[src/rtl/bsr_pkg.sv]
// Shared constants for the record sorter.
// No dependencies; used by the top level and its sub-blocks.
package bsr_pkg;

  // Default store depth and field widths
  localparam int unsigned MAX_RECORDS_DEF = 64;
  localparam int unsigned KEY_BITS_DEF    = 16;
  localparam int unsigned TAG_BITS_DEF    = 8;

endpackage : bsr_pkg

[src/rtl/bsr_store.sv]
// Record store: one write port, one read port with registered read data.
// Depends on bsr_pkg for default sizes.
module bsr_store #(
  parameter int unsigned DEPTH = bsr_pkg::MAX_RECORDS_DEF,
  parameter int unsigned WIDTH = bsr_pkg::KEY_BITS_DEF + bsr_pkg::TAG_BITS_DEF
) (
  input  logic                     clk,
  input  logic                     wr_en,
  input  logic [$clog2(DEPTH)-1:0] wr_addr,
  input  logic [WIDTH-1:0]         wr_data,
  input  logic                     rd_en,
  input  logic [$clog2(DEPTH)-1:0] rd_addr,
  output logic [WIDTH-1:0]         rd_data
);

  logic [WIDTH-1:0] mem [DEPTH];
  logic [WIDTH-1:0] rd_data_r;

  // Write port
  always_ff @(posedge clk) begin
    if (wr_en) begin
      mem[wr_addr] <= wr_data;
    end
  end

  // Read port, data held until the next read
  always_ff @(posedge clk) begin
    if (rd_en) begin
      rd_data_r <= mem[rd_addr];
    end
  end

  assign rd_data = rd_data_r;

endmodule : bsr_store

[src/rtl/bsr_cmpx.sv]
// Compare-exchange unit: decides whether the carried record bubbles past
// the record just read. Depends on bsr_pkg for default sizes.
module bsr_cmpx #(
  parameter int unsigned KEY_BITS = bsr_pkg::KEY_BITS_DEF,
  parameter int unsigned TAG_BITS = bsr_pkg::TAG_BITS_DEF
) (
  input  logic                         descending,
  input  logic [TAG_BITS+KEY_BITS-1:0] held_rec,   // earlier position
  input  logic [TAG_BITS+KEY_BITS-1:0] next_rec,   // later position
  output logic                         swap,
  output logic [TAG_BITS+KEY_BITS-1:0] wr_rec,     // goes to earlier slot
  output logic [TAG_BITS+KEY_BITS-1:0] held_nxt    // carried onward
);

  logic [KEY_BITS-1:0] held_key;
  logic [KEY_BITS-1:0] next_key;

  assign held_key = held_rec[KEY_BITS-1:0];
  assign next_key = next_rec[KEY_BITS-1:0];

  // Strict compare keeps equal keys in load order
  assign swap = descending ? (held_key < next_key) : (held_key > next_key);

  // On a swap the later record moves down and the carried one keeps going
  assign wr_rec   = swap ? next_rec : held_rec;
  assign held_nxt = swap ? held_rec : next_rec;

endmodule : bsr_cmpx

[src/rtl/bubble_sort_records_by_key.sv]
// Records are loaded one word per cycle; a word with in_last_record high closes
// the set. Up to MAX_RECORDS records are kept; further words of the set are
// dropped and every result of that set shows out_overflowed. The held records
// are then bubble-sorted in place by one compare-exchange unit that walks the
// store through a single read and a single write port: a priming read of
// slot 0 comes before the first pass, and passes repeat until one pass makes
// no swap. Each sorted word is then read from the store and presented, and
// is held while out_stall is high. Input is stalled from the closing word
// until the final result is taken. Equal keys keep their load order;
// cfg_wdata selects descending order when 1 and must be written only while
// the block is idle; the block itself does not enforce this.
module bubble_sort_records_by_key #(
  parameter int unsigned MAX_RECORDS = bsr_pkg::MAX_RECORDS_DEF,
  parameter int unsigned KEY_BITS    = bsr_pkg::KEY_BITS_DEF,
  parameter int unsigned TAG_BITS    = bsr_pkg::TAG_BITS_DEF
) (
  input  logic                clk,
  input  logic                rst_n,
  // configuration
  input  logic                cfg_we,
  input  logic                cfg_wdata,
  // input words
  input  logic                in_valid,
  output logic                in_stall,
  input  logic [TAG_BITS-1:0] in_record_tag,
  input  logic [KEY_BITS-1:0] in_stock_key,
  input  logic                in_last_record,
  // result words
  output logic                out_valid,
  input  logic                out_stall,
  output logic [TAG_BITS-1:0] out_sorted_tag,
  output logic [KEY_BITS-1:0] out_sorted_key,
  output logic                out_last_result,
  output logic                out_overflowed
);

  localparam int unsigned REC_W = TAG_BITS + KEY_BITS;
  localparam int unsigned IDX_W = $clog2(MAX_RECORDS);
  localparam int unsigned CNT_W = $clog2(MAX_RECORDS + 1);

  typedef enum logic [2:0] {
    ST_LOAD,   // taking input words
    ST_PRIME,  // read slot 0 ahead of the first pass
    ST_HEAD,   // slot 0 arrives, becomes the carried record
    ST_SCAN,   // compare-exchange at slot idx
    ST_TAIL,   // carried record lands in the last slot
    ST_ORD,    // read the next result slot
    ST_OSHOW   // present a result word
  } state_t;

  state_t           state_r;
  logic [CNT_W-1:0] count_r;
  logic [IDX_W-1:0] idx_r;
  logic [REC_W-1:0] held_r;
  logic             swapped_r;
  logic             ovf_r;
  logic             desc_r;

  logic             in_acc;
  logic             out_acc;
  logic             store_full;
  logic             at_last;
  logic [IDX_W-1:0] last_idx;

  logic             wr_en;
  logic [IDX_W-1:0] wr_addr;
  logic [REC_W-1:0] wr_data;
  logic             rd_en;
  logic [IDX_W-1:0] rd_addr;
  logic [REC_W-1:0] rd_data;

  logic             cx_swap;
  logic [REC_W-1:0] cx_wr_rec;
  logic [REC_W-1:0] cx_held_nxt;

  // Handshakes
  assign in_stall  = (state_r != ST_LOAD);
  assign in_acc    = in_valid && !in_stall;
  assign out_valid = (state_r == ST_OSHOW);
  assign out_acc   = out_valid && !out_stall;

  assign store_full = (count_r == CNT_W'(MAX_RECORDS));
  assign last_idx   = IDX_W'(count_r - CNT_W'(1));
  assign at_last    = (idx_r == last_idx);

  // Store port steering
  always_comb begin
    wr_en   = 1'b0;
    wr_addr = idx_r;
    wr_data = cx_wr_rec;
    rd_en   = 1'b0;
    rd_addr = idx_r;
    unique case (state_r)
      ST_LOAD: begin
        wr_en   = in_acc && !store_full;
        wr_addr = IDX_W'(count_r);
        wr_data = {in_record_tag, in_stock_key};
      end
      ST_PRIME: begin
        rd_en   = 1'b1;
        rd_addr = '0;
      end
      ST_HEAD: begin
        rd_en   = 1'b1;
        rd_addr = IDX_W'(1);
      end
      ST_SCAN: begin
        wr_en   = 1'b1;
        wr_addr = idx_r - IDX_W'(1);
        wr_data = cx_wr_rec;
        rd_en   = !at_last;
        rd_addr = idx_r + IDX_W'(1);
      end
      ST_TAIL: begin
        wr_en   = 1'b1;
        wr_addr = last_idx;
        wr_data = held_r;
        rd_en   = 1'b1;
        rd_addr = '0;
      end
      ST_ORD: begin
        rd_en   = 1'b1;
        rd_addr = idx_r;
      end
      ST_OSHOW: begin
        rd_en   = 1'b0;
      end
      default: begin
        rd_en   = 1'b0;
      end
    endcase
  end

  bsr_store #(
    .DEPTH (MAX_RECORDS),
    .WIDTH (REC_W)
  ) u_store (
    .clk     (clk),
    .wr_en   (wr_en),
    .wr_addr (wr_addr),
    .wr_data (wr_data),
    .rd_en   (rd_en),
    .rd_addr (rd_addr),
    .rd_data (rd_data)
  );

  bsr_cmpx #(
    .KEY_BITS (KEY_BITS),
    .TAG_BITS (TAG_BITS)
  ) u_cmpx (
    .descending (desc_r),
    .held_rec   (held_r),
    .next_rec   (rd_data),
    .swap       (cx_swap),
    .wr_rec     (cx_wr_rec),
    .held_nxt   (cx_held_nxt)
  );

  // Sequencer
  always_ff @(posedge clk) begin
    if (!rst_n) begin
      state_r   <= ST_LOAD;
      count_r   <= '0;
      idx_r     <= '0;
      swapped_r <= 1'b0;
      ovf_r     <= 1'b0;
      desc_r    <= 1'b0;
    end else begin
      if (cfg_we) begin
        desc_r <= cfg_wdata;
      end
      unique case (state_r)
        ST_LOAD: begin
          if (in_acc) begin
            if (store_full) begin
              ovf_r <= 1'b1;
            end else begin
              count_r <= count_r + CNT_W'(1);
            end
            if (in_last_record) begin
              // a set of one needs no sorting
              idx_r   <= '0;
              state_r <= (count_r != '0) ? ST_PRIME : ST_ORD;
            end
          end
        end
        ST_PRIME: begin
          swapped_r <= 1'b0;
          state_r   <= ST_HEAD;
        end
        ST_HEAD: begin
          held_r  <= rd_data;
          idx_r   <= IDX_W'(1);
          state_r <= ST_SCAN;
        end
        ST_SCAN: begin
          held_r <= cx_held_nxt;
          if (cx_swap) begin
            swapped_r <= 1'b1;
          end
          if (at_last) begin
            state_r <= ST_TAIL;
          end else begin
            idx_r <= idx_r + IDX_W'(1);
          end
        end
        ST_TAIL: begin
          // another pass while anything moved
          swapped_r <= 1'b0;
          if (swapped_r) begin
            state_r <= ST_HEAD;
          end else begin
            idx_r   <= '0;
            state_r <= ST_ORD;
          end
        end
        ST_ORD: begin
          state_r <= ST_OSHOW;
        end
        ST_OSHOW: begin
          if (out_acc) begin
            if (at_last) begin
              count_r <= '0;
              ovf_r   <= 1'b0;
              state_r <= ST_LOAD;
            end else begin
              idx_r   <= idx_r + IDX_W'(1);
              state_r <= ST_ORD;
            end
          end
        end
        default: begin
          state_r <= ST_LOAD;
        end
      endcase
    end
  end

  // Result word fields
  assign out_sorted_tag  = rd_data[REC_W-1:KEY_BITS];
  assign out_sorted_key  = rd_data[KEY_BITS-1:0];
  assign out_last_result = at_last;
  assign out_overflowed  = ovf_r;

endmodule : bubble_sort_records_by_key

[config.mk]
export PLATFORM = sky130hd
export DESIGN_NAME = bubble_sort_records_by_key
export DESIGN_NICKNAME = d
export VERILOG_FILES = /design/src/rtl/bsr_pkg.sv /design/src/rtl/bsr_store.sv /design/src/rtl/bsr_cmpx.sv /design/src/rtl/bubble_sort_records_by_key.sv
export SDC_FILE = /design/constraint.sdc
export NUM_CORES = 2
export LEC_CHECK = 0
export BUFFER_PORTS_ARGS = -buffer_cell sky130_fd_sc_hd__buf_2
export CORE_MARGIN = 2
export CORE_UTILIZATION = 40
export DETAILED_ROUTE_END_ITERATION = 6
export GPL_TIMING_DRIVEN = 0
export PLACE_DENSITY = 0.58
export REMOVE_ABC_BUFFERS = 1
export SKIP_LAST_GASP = 1
export SLEW_MARGIN = 5
export SYNTH_ARGS = -nofsm -noshare
export SYNTH_HDL_FRONTEND = slang
export SYNTH_SLANG_ARGS = --single-unit
[constraint.sdc]
create_clock -name clk -period 4.8 [get_ports clk]
set_clock_uncertainty 0.05 [all_clocks]
set_input_delay 0 -clock clk [delete_from_list [all_inputs] [get_ports clk]]
set_output_delay 0 -clock clk [all_outputs]
set_load 0.01 [all_outputs]
==> flow_metrics.py <==
metrics = {
    "power": {
        "p_sw_share_pct": 35.6,
        "p_comb_share_pct": 31.6,
        "power.share.clock_pct": 24.6,
        "p_per_area_nw_per_um2": 649,
        "pwr-share-seq_pct": 43.8,
        "p_leak_nw": 24.5,
        "vdd_drop_max_v": 0.00109,
        "internal_power_mw": 31.3,
        "power.total_mw": 48.6,
        "p_sw_mw": 17.3,
    },
    "synthesis": {
        "async_flop_share_pct": 0,
        "synth_ff_type": "edfxtp_1",
        "netlist_instances": 4748,
        "synth_area_leaders": "edfxtp_1 75%, nand2_1 8.0%, nand3_1 4.6%",
        "avgSynthCellArea_um2": 13.4,
        "yosys_warnings": 0,
        "synth_cell_types": 66,
        "synth_seq_cells": 1603,
        "synth-edff-count": 1584,
        "synth_area_leader_cell": "edfxtp_1",
        "yosysSeqAreaShare_pct": 75.4,
        "synth_top_area_share_pct": 74.8,
        "syn_area_um2": 63600,
    },
    "detailed_routing": {
        "vias_per_cell": 5.67,
        "drt_iter0_drc": 5239,
        "drc": 0,
        "vias": 40338,
        "wl_mm": 184,
        "wire_per_inst_um": 25.8,
        "antenna_left": 0,
        "firstDrtPassIters": 7,
    },
    "finish": {
        "stdcell_count": 7110,
        "final_util_pct": 47.4,
        "syn_to_final_growth_pct": 17.8,
        "layout-drive-gt1-share_pct": 13.1,
        "fillers": 13646,
        "fin_nets": 4956,
    },
    "timing": {
        "fin_ws_ns": -0.0657,
        "tightest_slew_ns": 1.21,
        "grt_setup_unrepaired": "true",
        "hold_slack_ns": 0.0659,
        "period_share_pct": 101,
        "layout_min_cycle_time_ns": 4.87,
        "slew_headroom_pct": 19.0,
        "maxSlewViolCount": 0,
        "hold_violations": 0,
        "fmax_mhz": 206,
        "setup_violations": 2,
    },
    "critical_path": {
        "reg2reg_slack_ns": -0.07,
        "critical_path.startpoint": "idx_r[2]$_SDFFE_PN0P_",
        "worstReg2RegEnd": "u_store.rd_data[22]$_DFFE_PP_",
        "startpoint_type": "flip-flop",
        "slowest_stage": "nor4_2",
        "crit_end": "u_store.rd_data[22]$_DFFE_PP_",
        "reg2reg_depth": 9,
        "worst_ep_required_time_ns": 5.25,
        "worst_setup_path_end_kind": "flip-flop",
        "path_delay_family": "compound AO/OA/AOI/OAI gates",
        "r2r-start": "idx_r[2]$_SDFFE_PN0P_",
        "crit_buf_inv": 3,
        "worst_ep_arrival_time_ns": 5.31,
        "cp_cell_sequence": "clkinv_1 > nor4_2 > a221o_4 > buf_16 > buf_16 > a32oi_1 > a21boi_0 > a2111o_1 > nor4_1",
        "crit_path_max_fanout": 51,
        "path_class": "flip-flop to flip-flop",
        "critical_path.max_stage_delay_ns": 1.03,
        "crit_top_cell": "buf_16",
        "cp.depth": 9,
    },
    "grt": {
        "grt_pass1_wl_mm": 261,
        "overflow": 0,
        "grt_usage_pct": 22.0,
        "grt_antenna_before_repair": 9,
        "grt_pass1_vias": 37252,
        "grt_max_degree": 76,
    },
    "place": {
        "dp.cells": 6779,
        "portBuffers": 58,
        "dpl.hpwl_mm": 112,
        "place_congestion": 0.796,
    },
    "floorplan": {
        "start_util_pct": 40.2,
        "die-area_um2": 162000,
        "fp.dieW_um": 403,
        "rows": 146,
        "core-area_um2": 158000,
        "ios": 59,
        "die_h_um": 403,
    },
    "clocking": {
        "cts_max_level": 4,
        "root_buffer": "clkbuf_16",
        "clock_latency_ns": 0.79,
        "clock-sinks": 1603,
        "cts_tree": "yes",
        "cts.clk_slew.worst_paths_ns": 0.06,
        "cts_made_buffers": 165,
        "cts_buffer_depth": 3,
    },
    "run_status": {
        "status": "complete, but fails checks",
        "violations": "negative setup slack",
    },
    "worst_hold_path": {
        "hold_path.class": "input pin to flip-flop",
    },
    "flow_run": {
        "drv_cap": 0,
    },
}
==> how the worst min path moves through the flow <==
stage                         start                      endpoint  slack [ns]  depth (start not counted)
finish              in_stock_key[6]  u_store.mem[28][6]$_DFFE_PP_        0.07                          3
global route        in_stock_key[1]  u_store.mem[61][1]$_DFFE_PP_        0.06                          3
CTS                 in_stock_key[1]   u_store.mem[7][1]$_DFFE_PP_       0.007                          3
detailed placement        cfg_wdata           desc_r$_SDFFE_PN0P_        0.23                          3
global placement          cfg_wdata           desc_r$_SDFFE_PN0P_        0.22                          3
floorplan                     rst_n       state_r[0]$_SDFFE_PN0P_        0.07                          1
==> power groups by stage <==
stage | Clock, mW | Combinational (mW) | Sequential, mW
finish | 12.0 | 15.4 | 21.3
global route | 12.6 | 16.2 | 21.4
CTS | 12.1 | 15.1 | 21.3
detailed placement | 0 | 15.0 | 21.6
global placement | 0 | 12.4 | 21.8
floorplan | 0 | 7.73 | 21.4
==> metal layers <==
layer	vias to the layer above	track usage, %	wire (um)
li1	17976	-	-
met1	20155	32.9	78700
met2	1936	33.0	82200
met3	271	3.76	18100
met4	0	6.15	4820
met5	-	0	0
==> worst register-to-register path, cell delays in order, from the launching register on <==
cell and delay, ns:
dfxtp_1 0.64, clkinv_1 0.46, nor4_2 1.04, a221o_4 0.50, buf_16 0.32, buf_16 0.37, a32oi_1 0.17, a21boi_0 0.60
a2111o_1 0.34, nor4_1 0.09
==> per-stage QoR <==
stage | setup slack [ns] | TNS (ns) | instance area (um^2)
after floorplan | -43.61 | -1033.60 | 62400
after global placement | -109.62 | -5841.77 | 65300
after detailed placement | -1.63 | -31.14 | 69500
after CTS | -0.0196 | -0.0216 | 74700
after global routing | -0.101 | -0.200 | 74900
final | -0.0657 | -0.0941 | 74900
==> cell usage in the layout, fill, tap and decap left out, drive strengths merged, types with 7 or more instances in the layout <==
cell type / netlist / routed
a211oi: 7 / 7
a21o: 7 / 7
a21oi: 124 / 124
a221o: 3 / 7
a31oi: 102 / 102
a32oi: 99 / 99
and2: 7 / 7
and3: 8 / 8
and4: 24 / 24
buf: 91 / 263
clkbuf: 202 / 210
clkinv: 1 / 72
dfxtp: 19 / 19
diode: 0 / 7
dlygate4sd3: 0 / 16
edfxtp: 1584 / 1584
ha: 20 / 20
inv: 26 / 29
mux2i: 103 / 103
nand2: 1361 / 1361
nand3: 582 / 582
nand4: 96 / 96
nor2: 102 / 102
nor3: 12 / 12
o211ai: 7 / 7
o21ai: 15 / 15
o221a: 24 / 24
or2: 27 / 27
or3: 7 / 7
xnor2: 15 / 15
==> cell type report <==
cell class / count / area, um^2 / share of cell area [%]
sequential: 1603 / 48000 / 64.0
multi-input combinational: 2829 / 15400 / 20.5
clock buffer: 210 / 4370 / 5.83
timing repair buffer: 279 / 3930 / 5.24
tap: 2072 / 2590 / 3.46
clock inverter: 83 / 581 / 0.775
inverter: 27 / 108 / 0.144
antenna: 7 / 17.5 / 0.0234
==> kinds of logic after synthesis <==
family | Yosys count | share of synthesized area, %
AOI/OAI and AO/OA | 423 | 4.69
buffers and inverters | 320 | 2.02
muxes | 109 | 1.76
DFF | 1603 | 75.4
and+or+nand+nor | 2252 | 15.4
xor gates and xnor gates | 21 | 0.323
adders and majority gates | 20 | 0.394
==> registers in the layout, summed over array words and instances, names as in the netlist <==
signal	count
held_r	24
count_r	7
desc_r	1
swapped_r	1
out_overflowed	1
state_r	3
u_store.mem	1536
idx_r	6
u_store.rd_data	24
==> cells in the mapped netlist (19+ instances only) <==
cell      count
a21oi_1     122
a31oi_1     102
a32oi_1      99
and4_1       24
buf_1        35
buf_2        54
clkbuf_1    202
dfxtp_1      19
edfxtp_1   1584
ha_1         20
inv_1        25
mux2i_1     103
nand2_1    1361
nand3_1     582
nand4_1      96
nor2_1      100
o221a_2      24
or2_2        26
==> timing repair <==
action / in CTS / in global routing
buffers inserted: 5 / 6
cloned: 1 / 3
gates resized for setup: 18 / 23
hold endpoints to repair: 87 / 0
setup endpoints to repair: 61 / 84
pin swaps: 3 / 3
hold buffers: 16 / 0
Note: power is estimated with default switching activity, not from simulation.
